## src/sv/amph_pkg.sv

```systemverilog
package amph_pkg;

  // Queue between the front and the back
  localparam int QueueDepth = 2;

  // Field and datapath widths
  localparam int AccelW  = 16;
  localparam int OneGW   = 12;
  localparam int ClampW  = 15;
  localparam int HoldW   = 8;
  localparam int ValW    = 8;
  localparam int CfgIdxW = 2;
  localparam int CfgDataW = 15;
  localparam int RootW   = 20;
  localparam int QuotW   = 7;

  // Register reset values
  localparam logic [OneGW-1:0]  OneGReset  = 12'd1044;
  localparam logic [ClampW-1:0] ClampReset = 15'd4095;
  localparam logic [HoldW-1:0]  HoldReset  = 8'd15;

  // Saturation bounds of the result
  localparam logic signed [ValW-1:0] ValMax = 8'sd127;
  localparam logic signed [ValW-1:0] ValMin = -8'sd128;

  // Register indexes of the configuration port
  typedef enum logic [CfgIdxW-1:0] {
    CfgOneG  = 2'd0,
    CfgClamp = 2'd1,
    CfgHold  = 2'd2
  } cfg_idx_t;

  typedef struct packed {
    logic [OneGW-1:0]  one_g;
    logic [ClampW-1:0] clamp_limit;
    logic [HoldW-1:0]  hold_period;
  } cfg_regs_t;

  // One classified sample, as queued for the back end
  typedef struct packed {
    logic signed [AccelW-1:0] x;
    logic signed [AccelW-1:0] y;
    logic signed [AccelW-1:0] z;
    logic                     hold_clear;
    logic                     drop;
  } q_entry_t;

  typedef struct packed {
    logic full;
    logic empty;
  } q_status_t;

endpackage

```

## src/sv/amph_if.sv

```systemverilog
interface sample_if import amph_pkg::*; ();
  logic                     valid;
  logic                     ready;
  logic signed [AccelW-1:0] accel_x;
  logic signed [AccelW-1:0] accel_y;
  logic signed [AccelW-1:0] accel_z;
  logic                     vibrating;

  modport source (output valid, accel_x, accel_y, accel_z, vibrating, input ready);
  modport sink (input valid, accel_x, accel_y, accel_z, vibrating, output ready);
endinterface

interface result_if import amph_pkg::*; ();
  logic                   valid;
  logic                   ready;
  logic signed [ValW-1:0] dynamic_accel;
  logic signed [ValW-1:0] peak_max;
  logic signed [ValW-1:0] peak_min;

  modport source (output valid, dynamic_accel, peak_max, peak_min, input ready);
  modport sink (input valid, dynamic_accel, peak_max, peak_min, output ready);
endinterface

interface cfg_if import amph_pkg::*; ();
  logic                valid;
  logic                ready;
  logic [CfgIdxW-1:0]  index;
  logic [CfgDataW-1:0] data;

  modport source (output valid, index, data, input ready);
  modport sink (input valid, index, data, output ready);
endinterface

```

## src/sv/amph_front.sv

```systemverilog
module amph_front import amph_pkg::*; (
  input  logic      clk,
  input  logic      rst,
  sample_if.sink    sample,
  input  cfg_regs_t cfg_regs,
  input  q_status_t q_status,
  output logic      q_push,
  output q_entry_t  q_entry
);

  logic [HoldW-1:0]          hold_counter;
  logic [HoldW-1:0]          hold_counter_next;
  logic                      hold_clear;
  logic signed [AccelW:0]    lim_pos;
  logic signed [AccelW:0]    lim_neg;

  function automatic logic signed [AccelW-1:0] clamp_axis(
    input logic signed [AccelW-1:0] v,
    input logic signed [AccelW:0]   hi,
    input logic signed [AccelW:0]   lo
  );
    logic signed [AccelW:0] ext;
    ext = {v[AccelW-1], v};
    if (ext > hi) begin
      return hi[AccelW-1:0];
    end else if (ext < lo) begin
      return lo[AccelW-1:0];
    end
    return v;
  endfunction

  // Symmetric clamp bounds
  assign lim_pos = $signed({2'b00, cfg_regs.clamp_limit});
  assign lim_neg = -lim_pos;

  // Take a beat whenever the queue has room
  assign sample.ready = !q_status.full;
  assign q_push       = sample.valid && sample.ready;

  // Hold counter runs on every beat, vibrating or not
  assign hold_clear        = hold_counter > cfg_regs.hold_period;
  assign hold_counter_next = hold_clear ? '0 : hold_counter + 1'b1;

  always_ff @(posedge clk) begin
    if (rst) begin
      hold_counter <= '0;
    end else if (q_push) begin
      hold_counter <= hold_counter_next;
    end
  end

  // Classify and clamp the beat for the back end
  always_comb begin
    q_entry.x          = clamp_axis(sample.accel_x, lim_pos, lim_neg);
    q_entry.y          = clamp_axis(sample.accel_y, lim_pos, lim_neg);
    q_entry.z          = clamp_axis(sample.accel_z, lim_pos, lim_neg);
    q_entry.hold_clear = hold_clear;
    q_entry.drop       = sample.vibrating;
  end

endmodule

```

## src/sv/amph_queue.sv

```systemverilog
module amph_queue import amph_pkg::*; #(
  parameter int Depth = QueueDepth  // at least 2
) (
  input  logic      clk,
  input  logic      rst,
  input  logic      push,
  input  q_entry_t  push_entry,
  input  logic      pop,
  output q_entry_t  pop_entry,
  output q_status_t status
);

  localparam int PtrW = $clog2(Depth);
  localparam int CntW = $clog2(Depth + 1);

  q_entry_t          entries [Depth];
  logic [PtrW-1:0]   wr_ptr;
  logic [PtrW-1:0]   rd_ptr;
  logic [CntW-1:0]   count;

  assign pop_entry    = entries[rd_ptr];
  assign status.full  = count == CntW'(Depth);
  assign status.empty = count == '0;

  // Store pushed entries
  always_ff @(posedge clk) begin
    if (push) begin
      entries[wr_ptr] <= push_entry;
    end
  end

  // Advance pointers and occupancy
  always_ff @(posedge clk) begin
    if (rst) begin
      wr_ptr <= '0;
      rd_ptr <= '0;
      count  <= '0;
    end else begin
      if (push) begin
        wr_ptr <= (wr_ptr == PtrW'(Depth - 1)) ? '0 : wr_ptr + 1'b1;
      end
      if (pop) begin
        rd_ptr <= (rd_ptr == PtrW'(Depth - 1)) ? '0 : rd_ptr + 1'b1;
      end
      if (push && !pop) begin
        count <= count + 1'b1;
      end else if (pop && !push) begin
        count <= count - 1'b1;
      end
    end
  end

endmodule

```

## src/sv/amph_back.sv

```systemverilog
module amph_back import amph_pkg::*; (
  input  logic      clk,
  input  logic      rst,
  input  cfg_regs_t cfg_regs,
  input  q_status_t q_status,
  input  q_entry_t  q_entry,
  output logic      q_pop,
  result_if.source  result
);

  typedef enum logic [2:0] {
    S_IDLE, S_SQUARE, S_ROOT, S_SUB, S_MUL, S_DIVCHK, S_DIV, S_DONE
  } state_t;

  state_t                   state;
  logic signed [AccelW-1:0] ax, ay, az;
  logic [1:0]               sq_cnt;
  logic [31:0]              acc;
  logic [39:0]              rad;
  logic [20:0]              rem;
  logic [RootW-1:0]         root;
  logic [4:0]               step;
  logic signed [21:0]       diff;
  logic [29:0]              mag;
  logic                     neg;
  logic                     sat;
  logic [29:0]              dr;
  logic [24:0]              dv;
  logic [QuotW-1:0]         quo;
  logic signed [ValW-1:0]   max_hold, min_hold;
  logic                     out_valid;
  logic signed [ValW-1:0]   out_accel, out_max, out_min;

  logic [OneGW-1:0]         g;
  logic [17:0]              denom;
  logic signed [AccelW-1:0] sq_sel;
  logic signed [31:0]       square;
  logic [31:0]              acc_sum;
  logic [22:0]              rem_sh;
  logic [22:0]              trial;
  logic signed [21:0]       diff_c;
  logic signed [30:0]       diff_ext;
  logic signed [30:0]       num_w;
  logic [30:0]              num_abs;
  logic signed [ValW-1:0]   quo_s;
  logic signed [ValW-1:0]   val;
  logic signed [ValW-1:0]   new_max, new_min;
  logic                     out_free;

  // Zero one_g counts as one
  assign g     = (cfg_regs.one_g == '0) ? OneGW'(1) : cfg_regs.one_g;
  assign denom = {g, 6'b0};

  // One squarer, shared across the three axes
  always_comb begin
    unique case (sq_cnt)
      2'd0:    sq_sel = ax;
      2'd1:    sq_sel = ay;
      default: sq_sel = az;
    endcase
  end
  assign square  = sq_sel * sq_sel;
  assign acc_sum = acc + unsigned'(square);

  // One root bit per cycle
  assign rem_sh = {rem, rad[39:38]};
  assign trial  = {1'b0, root, 2'b01};

  // Subtract 16 g, then scale by 261 with shifts and adds
  assign diff_c   = $signed({2'b00, root}) - $signed({6'b0, g, 4'b0});
  assign diff_ext = {{9{diff[21]}}, diff};
  assign num_w    = (diff_ext <<< 8) + (diff_ext <<< 2) + diff_ext;
  assign num_abs  = num_w[30] ? unsigned'(-num_w) : unsigned'(num_w);

  // Signed, saturated quotient and hold update
  assign quo_s = $signed({1'b0, quo});
  always_comb begin
    if (sat) begin
      val = neg ? ValMin : ValMax;
    end else begin
      val = neg ? -quo_s : quo_s;
    end
  end
  assign new_max = (val > max_hold) ? val : max_hold;
  assign new_min = (val < min_hold) ? val : min_hold;

  assign out_free = !out_valid || result.ready;
  assign q_pop    = (state == S_IDLE) && !q_status.empty;

  assign result.valid         = out_valid;
  assign result.dynamic_accel = out_accel;
  assign result.peak_max      = out_max;
  assign result.peak_min      = out_min;

  always_ff @(posedge clk) begin
    if (rst) begin
      state     <= S_IDLE;
      out_valid <= 1'b0;
      max_hold  <= ValMin;
      min_hold  <= ValMax;
    end else begin
      // Drop the output beat once taken
      if (out_valid && result.ready && (state != S_DONE)) begin
        out_valid <= 1'b0;
      end

      unique case (state)
        // Pop the next entry; clear holds first if the front asked
        S_IDLE: begin
          if (q_pop) begin
            if (q_entry.hold_clear) begin
              max_hold <= ValMin;
              min_hold <= ValMax;
            end
            ax     <= q_entry.x;
            ay     <= q_entry.y;
            az     <= q_entry.z;
            acc    <= '0;
            sq_cnt <= '0;
            if (!q_entry.drop) begin
              state <= S_SQUARE;
            end
          end
        end

        // Accumulate the sum of squares
        S_SQUARE: begin
          acc    <= acc_sum;
          sq_cnt <= sq_cnt + 1'b1;
          if (sq_cnt == 2'd2) begin
            rad   <= {acc_sum, 8'b0};
            rem   <= '0;
            root  <= '0;
            step  <= '0;
            state <= S_ROOT;
          end
        end

        // Digit-by-digit square root of S * 256
        S_ROOT: begin
          if (rem_sh >= trial) begin
            rem  <= 21'(rem_sh - trial);
            root <= {root[RootW-2:0], 1'b1};
          end else begin
            rem  <= rem_sh[20:0];
            root <= {root[RootW-2:0], 1'b0};
          end
          rad  <= {rad[37:0], 2'b00};
          step <= step + 1'b1;
          if (step == 5'(RootW - 1)) begin
            state <= S_SUB;
          end
        end

        S_SUB: begin
          diff  <= diff_c;
          state <= S_MUL;
        end

        S_MUL: begin
          mag   <= num_abs[29:0];
          neg   <= num_w[30];
          state <= S_DIVCHK;
        end

        // Saturate when the quotient reaches 128
        S_DIVCHK: begin
          sat   <= mag >= {5'b0, denom, 7'b0};
          dr    <= mag;
          dv    <= {1'b0, denom, 6'b0};
          quo   <= '0;
          step  <= '0;
          state <= S_DIV;
        end

        // Restoring divide, one quotient bit per cycle
        S_DIV: begin
          if (dr >= {5'b0, dv}) begin
            dr  <= dr - {5'b0, dv};
            quo <= {quo[QuotW-2:0], 1'b1};
          end else begin
            quo <= {quo[QuotW-2:0], 1'b0};
          end
          dv   <= {1'b0, dv[24:1]};
          step <= step + 1'b1;
          if (step == 5'(QuotW - 1)) begin
            state <= S_DONE;
          end
        end

        // Update holds and load the output register
        S_DONE: begin
          if (out_free) begin
            max_hold  <= new_max;
            min_hold  <= new_min;
            out_accel <= val;
            out_max   <= new_max;
            out_min   <= new_min;
            out_valid <= 1'b1;
            state     <= S_IDLE;
          end else begin
            out_valid <= 1'b1;
          end
        end

        default: state <= S_IDLE;
      endcase
    end
  end

endmodule

```

## src/sv/accel_magnitude_peak_hold.sv

```systemverilog
// Accelerometer magnitude meter with min/max hold.
//
// sample: one beat per tick with three signed axes and a vibration flag.
// result: dynamic_accel = (|a| / one_g - 1) * 65.25 saturated to int8, plus the
//   running peak_max and peak_min since the last hold reset.
// cfg: register writes (0 one_g, 1 clamp_limit, 2 hold_period), always ready;
//   write only while the block is idle.
//
// The front end runs the hold counter and clamps each axis at the input beat,
// then queues the entry. Vibrating beats still advance the counter and may
// clear the holds, but produce no result. The back end works one entry at a
// time: a pop, squaring on a shared multiplier, the bit-serial square root,
// scaling (subtract, multiply, divide check), the restoring divider, then
// the load of the output register, which waits while that register is full.
// A vibrating beat leaves the back end after its pop cycle.
// While the receiver stalls the output register holds its beat; the back end
// keeps popping and computing up to the load, and the queue keeps taking beats
// until full. Reset clears the counter, the holds, the queue and the output.
module accel_magnitude_peak_hold import amph_pkg::*; #(
  parameter int QDepth = QueueDepth
) (
  input  logic     clk,
  input  logic     rst,
  sample_if.sink   sample,
  result_if.source result,
  cfg_if.sink      cfg
);

  cfg_regs_t cfg_regs;
  q_status_t q_status;
  q_entry_t  push_entry;
  q_entry_t  pop_entry;
  logic      q_push;
  logic      q_pop;

  // Configuration registers
  assign cfg.ready = 1'b1;

  always_ff @(posedge clk) begin
    if (rst) begin
      cfg_regs.one_g       <= OneGReset;
      cfg_regs.clamp_limit <= ClampReset;
      cfg_regs.hold_period <= HoldReset;
    end else if (cfg.valid && cfg.ready) begin
      unique case (cfg.index)
        CfgOneG:  cfg_regs.one_g       <= cfg.data[OneGW-1:0];
        CfgClamp: cfg_regs.clamp_limit <= cfg.data[ClampW-1:0];
        CfgHold:  cfg_regs.hold_period <= cfg.data[HoldW-1:0];
        default:  ;
      endcase
    end
  end

  amph_front u_front (
    .clk      (clk),
    .rst      (rst),
    .sample   (sample),
    .cfg_regs (cfg_regs),
    .q_status (q_status),
    .q_push   (q_push),
    .q_entry  (push_entry)
  );

  amph_queue #(.Depth(QDepth)) u_queue (
    .clk        (clk),
    .rst        (rst),
    .push       (q_push),
    .push_entry (push_entry),
    .pop        (q_pop),
    .pop_entry  (pop_entry),
    .status     (q_status)
  );

  amph_back u_back (
    .clk      (clk),
    .rst      (rst),
    .cfg_regs (cfg_regs),
    .q_status (q_status),
    .q_entry  (pop_entry),
    .q_pop    (q_pop),
    .result   (result)
  );

  // Output value lies between the holds it was folded into
  assert property (@(posedge clk) disable iff (rst)
    result.valid |-> ($signed(result.peak_max) >= $signed(result.dynamic_accel)) &&
                     ($signed(result.dynamic_accel) >= $signed(result.peak_min)))
    else $error("result outside its own min/max holds");

  // Magnitude is never negative, so the value never drops below -65
  assert property (@(posedge clk) disable iff (rst)
    result.valid |-> $signed(result.dynamic_accel) >= -8'sd65)
    else $error("dynamic_accel below the zero-magnitude floor");

  // Reset empties the queue and the output register
  assert property (@(posedge clk)
    rst |=> !result.valid && q_status.empty)
    else $error("pipeline not empty after reset");

endmodule
```

## src/flat_wrapper.sv

```systemverilog
// flat-port wrapper written by rule: the top's interface ports become plain ports
module accel_magnitude_peak_hold_flat import amph_pkg::*;
#(
  parameter int QDepth = QueueDepth
)
  (clk, rst, sample_valid, sample_accel_x, sample_accel_y, sample_accel_z, sample_vibrating, sample_ready, result_valid, result_dynamic_accel, result_peak_max, result_peak_min, result_ready, cfg_valid, cfg_index, cfg_data, cfg_ready);
  sample_if sample_i ();
  result_if result_i ();
  cfg_if cfg_i ();
  input  logic clk;
  input  logic rst;
  input wire logic [$bits(sample_i.valid)-1:0] sample_valid;
  input wire logic [$bits(sample_i.accel_x)-1:0] sample_accel_x;
  input wire logic [$bits(sample_i.accel_y)-1:0] sample_accel_y;
  input wire logic [$bits(sample_i.accel_z)-1:0] sample_accel_z;
  input wire logic [$bits(sample_i.vibrating)-1:0] sample_vibrating;
  output wire logic [$bits(sample_i.ready)-1:0] sample_ready;
  output wire logic [$bits(result_i.valid)-1:0] result_valid;
  output wire logic [$bits(result_i.dynamic_accel)-1:0] result_dynamic_accel;
  output wire logic [$bits(result_i.peak_max)-1:0] result_peak_max;
  output wire logic [$bits(result_i.peak_min)-1:0] result_peak_min;
  input wire logic [$bits(result_i.ready)-1:0] result_ready;
  input wire logic [$bits(cfg_i.valid)-1:0] cfg_valid;
  input wire logic [$bits(cfg_i.index)-1:0] cfg_index;
  input wire logic [$bits(cfg_i.data)-1:0] cfg_data;
  output wire logic [$bits(cfg_i.ready)-1:0] cfg_ready;
  assign sample_i.valid = sample_valid;
  assign sample_i.accel_x = sample_accel_x;
  assign sample_i.accel_y = sample_accel_y;
  assign sample_i.accel_z = sample_accel_z;
  assign sample_i.vibrating = sample_vibrating;
  assign sample_ready = sample_i.ready;
  assign result_valid = result_i.valid;
  assign result_dynamic_accel = result_i.dynamic_accel;
  assign result_peak_max = result_i.peak_max;
  assign result_peak_min = result_i.peak_min;
  assign result_i.ready = result_ready;
  assign cfg_i.valid = cfg_valid;
  assign cfg_i.index = cfg_index;
  assign cfg_i.data = cfg_data;
  assign cfg_ready = cfg_i.ready;
  accel_magnitude_peak_hold #(.QDepth(QDepth)) u_core (.clk(clk), .rst(rst), .sample(sample_i), .result(result_i), .cfg(cfg_i));
endmodule
```

## config.mk

```make
export PLATFORM = sky130hd
export DESIGN_NAME = accel_magnitude_peak_hold_flat
export DESIGN_NICKNAME = d
export VERILOG_FILES = /design/src/sv/amph_pkg.sv /design/src/sv/amph_if.sv /design/src/sv/amph_front.sv /design/src/sv/amph_queue.sv /design/src/sv/amph_back.sv /design/src/sv/accel_magnitude_peak_hold.sv /design/src/flat_wrapper.sv
export SDC_FILE = /design/constraint.sdc
export NUM_CORES = 2
export LEC_CHECK = 0
export BUFFER_PORTS_ARGS = -buffer_cell sky130_fd_sc_hd__clkbuf_2
export CORE_ASPECT_RATIO = 1.25
export CORE_UTILIZATION = 63
export CTS_CLUSTER_DIAMETER = 120
export DETAILED_ROUTE_END_ITERATION = 12
export PLACE_DENSITY = 0.84
export SLEW_MARGIN = 20
export SYNTH_ARGS = -nofsm -noshare
export SYNTH_HDL_FRONTEND = slang
export SYNTH_SLANG_ARGS = --single-unit
```

## constraint.sdc

```tcl
create_clock -name clk -period 11.05 [get_ports clk]
set_input_delay 3.315 -clock clk [delete_from_list [all_inputs] [get_ports clk]]
set_output_delay 3.315 -clock clk [all_outputs]
set_load 0.03 [all_outputs]
```

# [Word level (Yosys, flattened, before mapping)]
# Memories as Yosys holds them, arrays and structs flattened. A register that Yosys moved wholly into a read port is not among the register bits.
# Index checks and enable logic that the tools add are counted.
[word_totals] regBits=374 ramBits=100 out_inout_bits=27 elab_cells=192 n_memories=1
[classes] addsub=16 mul=1 n_lt_le_gt_ge=12 eq_ne=23 n_mux=68 n_bitwise=1 n_reduce_logical=40
[mem_list] memory="u_core.u_queue.entries" words=2 word_bits=50 read_ports=1 rd_clocked_by_memory_dff=1 write_ports=1 line="amph_queue.sv:16" source="q_entry_t entries [Depth];"
[op_table] operator="16-bit 2-to-1 mux" n=9
[op_table] operator="8-bit 2-to-1 mux" n=12
[op_table] operator="40-bit one-hot mux with 2 select lines" n=1
[op_table] operator="32-bit one-hot mux with 2 select lines" n=1
[op_table] operator="30-bit by 25-bit >= comparator with 1-bit output" n=2
[op_table] operator="30-bit 2-to-1 mux" n=2
[op_table] operator="30-bit one-hot mux with 2 select lines" n=1
[op_table] operator="16-bit by 17-bit < comparator with 1-bit output" n=3
[op_table] operator="25-bit one-hot mux with 2 select lines" n=1
[op_table] operator="16-bit greater-than comparator" n=3
[op_table] operator="21-bit 2-to-1 mux" n=2
[op_table] operator="21-bit one-hot mux with 2 select lines" n=1
[op_table] operator="40-bit 2-to-1 mux" n=1
[op_table] operator="20-bit one-hot mux with 2 select lines" n=1
[op_table] operator="32-bit adder" n=1
[op_table] operator="16-bit by 16-bit multiplier with 32-bit output" n=1
[op_table] operator="32-bit 2-to-1 mux" n=1
[op_table] operator="16-bit one-hot mux with 2 select lines" n=1
[op_table] operator="8-bit one-hot mux with 2 select lines" n=2
[op_table] operator="30-bit by 21-bit adder with 31-bit output" n=1
[op_table] operator="29-bit by 23-bit adder with 30-bit output" n=1
[op_table] operator="30-bit negator" n=1
[op_table] operator="30-bit by 25-bit subtractor with 30-bit output" n=1
[op_table] operator="3-bit one-hot mux with 8 select lines" n=1
[op_table] operator="45 further kinds" n=110

# [Logic depth before layout (Yosys ltp)]
[depth] ltp_word=7 mapped_depth=32 mapped_depth_nobuf=29

# [Cells and area by module]
# A second synthesis with hierarchy kept.
[unflattened] cells_unflattened=3649 hier_area_um2=37445.9
[modules_own_cells] mod="amph_back" n_inst=1 cells_each=2745 area_per_inst_um2=27779.1 seq_area_each_um2=9349.0
[modules_own_cells] mod="amph_front" n_inst=1 cells_each=577 area_per_inst_um2=4398.0 seq_area_each_um2=160.2
[modules_own_cells] mod="amph_queue" n_inst=1 cells_each=178 area_per_inst_um2=3803.6 seq_area_each_um2=3103.0
[modules_own_cells] mod="accel_magnitude_peak_hold" n_inst=1 cells_each=149 area_per_inst_um2=1465.2 seq_area_each_um2=700.7

# [Least setup slack after synthesis]
# No wires, ideal clock.
[synth_path] path_kind="register to register" from="register u_core.u_back.sq_cnt[0]" to="register u_core.u_back.rad[39], data pin" arrival_ns=7.657 required_ns=10.779 slack_ns=3.122 path_stages_with_launch=31 n_path_buf=3 period_less_slack_ns=7.928 path_cell_list="edfxtp_1 > inv_1 > ha_1 > clkbuf_1 > nor2_1 > a21o_1 > clkbuf_1 > inv_1 > buf_1 > nor2_1 > fa_1 > inv_1 > fa_1 > fa_1 > inv_1 > fa_1 > fa_1 > inv_1 > fa_1 > inv_1 > ha_1 > and3_1 > and4_1 > nand3_1 > a211oi_1 > a211o_1 > o41ai_1 > o31ai_1 > a21o_1 > xnor2_1 > a21oi_1"
[synth_via] elab_chain_cells=6 elab_cells_between_ends=7 classes_between="1 x add/sub; 1 x mul; 1 x eq/ne; 3 x mux; 1 x reduce/logical"
[synth_lines] item="from (decl)" line="amph_back.sv:17" source="logic [1:0] sq_cnt;"
[synth_lines] item="from (signal assigned)" line="amph_back.sv:129" source="sq_cnt <= sq_cnt + 1'b1;"
[synth_lines] item="2-bit by 1-bit equality test with 1-bit output / 2-bit zero test (equally long branches)" line="amph_back.sv:56" source="unique case (sq_cnt)"
[synth_lines] item="16-bit one-hot mux with 2 select lines *" line="amph_back.sv:56"
[synth_lines] item="16-bit by 16-bit multiplier with 32-bit output *" line="amph_back.sv:62" source="assign square = sq_sel * sq_sel;"
[synth_lines] item="32-bit adder *" line="amph_back.sv:63" source="assign acc_sum = acc + unsigned'(square);"
[synth_lines] item="40-bit 2-to-1 mux *" line="amph_back.sv:130" source="if (sq_cnt == 2'd2) begin"
[synth_lines] item="40-bit one-hot mux with 2 select lines *" line="amph_back.sv:107" source="unique case (state)"
[synth_lines] item="to (signal assigned)" line="amph_back.sv:131" source="rad <= {acc_sum, 8'b0};"
[synth_lines] item="to (signal assigned)" line="amph_back.sv:148" source="rad <= {rad[37:0], 2'b00};"
[synth_lines] item="to (decl)" line="amph_back.sv:19" source="logic [39:0] rad;"
# Mark *: on every way between the ends. The rest lies on a longest branch, timed or not. The select of a mux whose other input is x is not followed.
# A chain may end at the register's enable or synchronous reset.

# [Worst setup path in the final report]
# Ends and elaborated chain as after synthesis.

==> metrics.md <==
| Metric | Value |
|---|---|
| Status | `completed` |
| Hold Crit Depth | `0` |
| Post-DP HPWL | `69030 um` |
| Number of DRC markers in iteration 0 | `2314` |
| Syn nets | `4300` |
| Slew Limit Fails | `0` |
| Critical Path AT | `9.38 ns` |
| Clk_lat worst skew | `0.59 ns` |
| Crit path launch type | `flop` |
| Layout Nets | `4373` |
| Max-Cap Viols | `0` |
| Async SR Flop Fraction | `0%` |
| Post-route cell area | `39920 um2` |
| GPL Wtd Cong | `0.9982` |
| DIE AREA | `59680 um2` |
| IO Port Bufs | `96` |
| Final Non-Filler Cells | `4469` |
| CTS tree | `done` |
| Total CTS buffers | `46` |
| Min Tclk post-route | `9.060 ns` |
| ANT nets after route | `0` |
| Worst EP required | `11.37 ns` |
| Most used DFF post-synth | `edfxtp_1` |
| Via count of the routed design | `27355` |
| Clock skew | `0.02253 ns` |
| Worst hold path class | `reg -> reg` |
| Buf/Inv on CP | `8` |
| Critical Path End Type | `flop` |
| Post-layout util | `69.27%` |
| DRC | `0` |
| Die W | `218.7 um` |
| Crit share post-route | `81.99%` |
| #FFs+latches synth | `466` |
| Sequential fraction of the synthesis area | `36.00%` |
| Fin. Hold Viols | `0` |
| Setup bufs post-CTS | `0` |
| Layout cells sized above 1 | `8.714%` |
| Cells after Synth | `3607` |
| DRT Wirelength | `91040 um` |
| Syn Area/Cell | `10.25 um2` |
| Relative slew slack | `26.92%` |
| Most frequent cells in the layout | `499 x inv_1, 398 x edfxtp_1, 341 x nor2_1, 341 x ha_1, 281 x fa_1` |
| Setup TNS | `0 ns` |
| Distinct cells, synth | `85` |
| CTS clk-pin slew, worst paths | `0.07 ns` |
| Commonest non-fill, non-tap cell in the layout | `inv_1` |
| Layout overhead on the synthesized area | `7.954%` |
| Largest net degree at the start of global routing | `76` |
| Drt wl/cell | `20.37 um` |
| TritonRoute pass-1 iters | `9` |
| FMAX | `110.4 MHz` |
| Crit-path max FO | `21` |
| Starting Density | `64.17%` |
| Post-Place Cells | `4381` |
| First-pass GRT wire length | `145000 um` |
| Yosys warns | `0` |
| Post-synth EDFFs | `398` |
| Via/cell ratio | `6.121` |
| Antenna violations before repair | `2` |
| Die Height | `272.9 um` |
| Slowest cell on crit path | `o41ai_1` |
| H-tree levels | `2` |
| Max incr delay on CP | `0.81 ns` |
| Overflow after GRT | `0` |
| R2R depth | `29` |
| CTS hold repair buffers | `0` |
| Number of global-route vias before repair | `27933` |
| Core area | `57630 um2` |
| RSZ-0062 raised after global routing | `no` |
| Family with the most delay on the worst path | `adder cells` |
| GRT Util Overall | `31.19%` |
| IO Pins | `98` |
| Post-cts sizing count | `0` |
| WS Path Type | `reg -> reg` |
| CTS Sinks | `466` |
| CTS root buf | `clkbuf_16` |
| Mapped Area | `36980 um2` |
| Crit path depth | `29` |
| DP Area | `38350 um2` |
| Final Setup Violations | `0` |
| Slew @ Worst Pin | `1.088 ns` |
| Site row count | `98` |
| Max clock buf depth | `3` |
-- worst paths after layout --
kind	start	end	slack [ns]
setup / recovery	u_core.u_back.sq_cnt[0]	u_core.u_back.rad[39]	1.99
hold / removal	u_core.u_back.root[0]	u_core.u_back.diff[0]	0.45
hold reg to reg	u_core.u_back.root[0]	u_core.u_back.diff[0]	0.45
setup reg to reg	u_core.u_back.sq_cnt[0]	u_core.u_back.rad[39]	1.99
-- Yosys cell counts (all sizes together), types with 8 or more instances --
| cell type | n | area share (%) |
|---|---|---|
| o21ai | 165 | 2.2 |
| and3 | 16 | 0.27 |
| or3 | 18 | 0.30 |
| o22a | 8 | 0.19 |
| mux2i | 63 | 1.7 |
| a21o | 69 | 1.4 |
| and2 | 23 | 0.39 |
| a211o | 20 | 0.47 |
| nand3b | 8 | 0.16 |
| edfxtp | 398 | 32 |
| a22oi | 11 | 0.22 |
| buf | 9 | 0.11 |
| a22o | 25 | 0.59 |
| nand2 | 280 | 2.8 |
| ha | 341 | 12 |
| nor2b | 36 | 0.61 |
| a21boi | 23 | 0.47 |
| a21oi | 183 | 2.5 |
| o211ai | 9 | 0.18 |
| o21a | 48 | 0.97 |
| xor2 | 59 | 1.4 |
| inv | 502 | 5.1 |
| nor3b | 10 | 0.20 |
| nor4 | 16 | 0.27 |
| fa | 281 | 15 |
| mux2 | 58 | 1.8 |
| nor3 | 47 | 0.65 |
| a31o | 8 | 0.21 |
| a211oi | 27 | 0.60 |
| nand3 | 43 | 0.58 |
| clkbuf | 97 | 0.98 |
| o21bai | 14 | 0.28 |
| nor2 | 346 | 3.5 |
| nand2b | 33 | 0.56 |
| dfxtp | 68 | 3.7 |
| or2 | 12 | 0.20 |
| a31oi | 13 | 0.22 |
| xnor2 | 100 | 2.4 |
| o31ai | 13 | 0.26 |
| nand4 | 19 | 0.32 |
-- kinds of logic (layout without fill, tap and decap cells) --
kind of cell    Yosys count  count (layout)  share of synthesized area (%)
compound gates          695             695                          12.31
xor+xnor                159             159                          3.766
fa+ha+maj               622             622                          26.75
buf+inv                 614             725                          6.249
flops                   466             466                          36.00
mux                     121             121                          3.471
other cells               1               2                        0.01014
simple gates            929             929                          11.45
-- registers in the layout, summed over array words and instances (netlist names), 16 cells and up, named ones only --
name                    cells
u_core.u_queue.entries    100
u_core.cfg_regs            35
u_core.u_back.acc          32
u_core.u_back.rad          32
u_core.u_back.dr           30
u_core.u_back.mag          30
u_core.u_back.dv           24
u_core.u_back.diff         21
u_core.u_back.rem          21
u_core.u_back.root         20
u_core.u_back.ax           16
u_core.u_back.ay           16
u_core.u_back.az           16
-- final cells by class --
cell class	count	area (um2)
diodes	1	2.502
clock buffers	53	1177
clock inverters	33	344.1
fillers	4139	17710
inverters	508	1907
multi-input cells	2527	21480
flip-flops and latches	466	13310
well taps	750	938.4
repair buffers	131	763.2
-- worst reg2reg max path, delay by kind of cell (launching register included) --
family	cells	cell delay (ns)
compound gates	7	1.88
flops	1	0.44
simple gates	5	0.91
buf+inv	8	1.30
fa+ha+maj	8	4.08
xor+xnor	1	0.22
-- metrics by stage --
step | setup WS, ns | hold WS, ns
after floorplan | 3.122 | 0.4264
after global placement | 2.417 | 0.4310
after detailed placement | 2.110 | 0.4346
after CTS | 2.070 | 0.4509
after global routing | 1.360 | 0.4581
final | 1.990 | 0.4481
-- per-layer routing --
layer	share of wire (%)	up-vias	track usage, %
met4	6.4	2	18.46
met3	6.4	331	4.363
met5	0.018	-	0
met2	49	1157	53.20
met1	38	13330	37.53
li1	-	12535	-
Power is not shown: default switching activity piles up to over one toggle a cycle in this logic, so the estimate is an artifact.
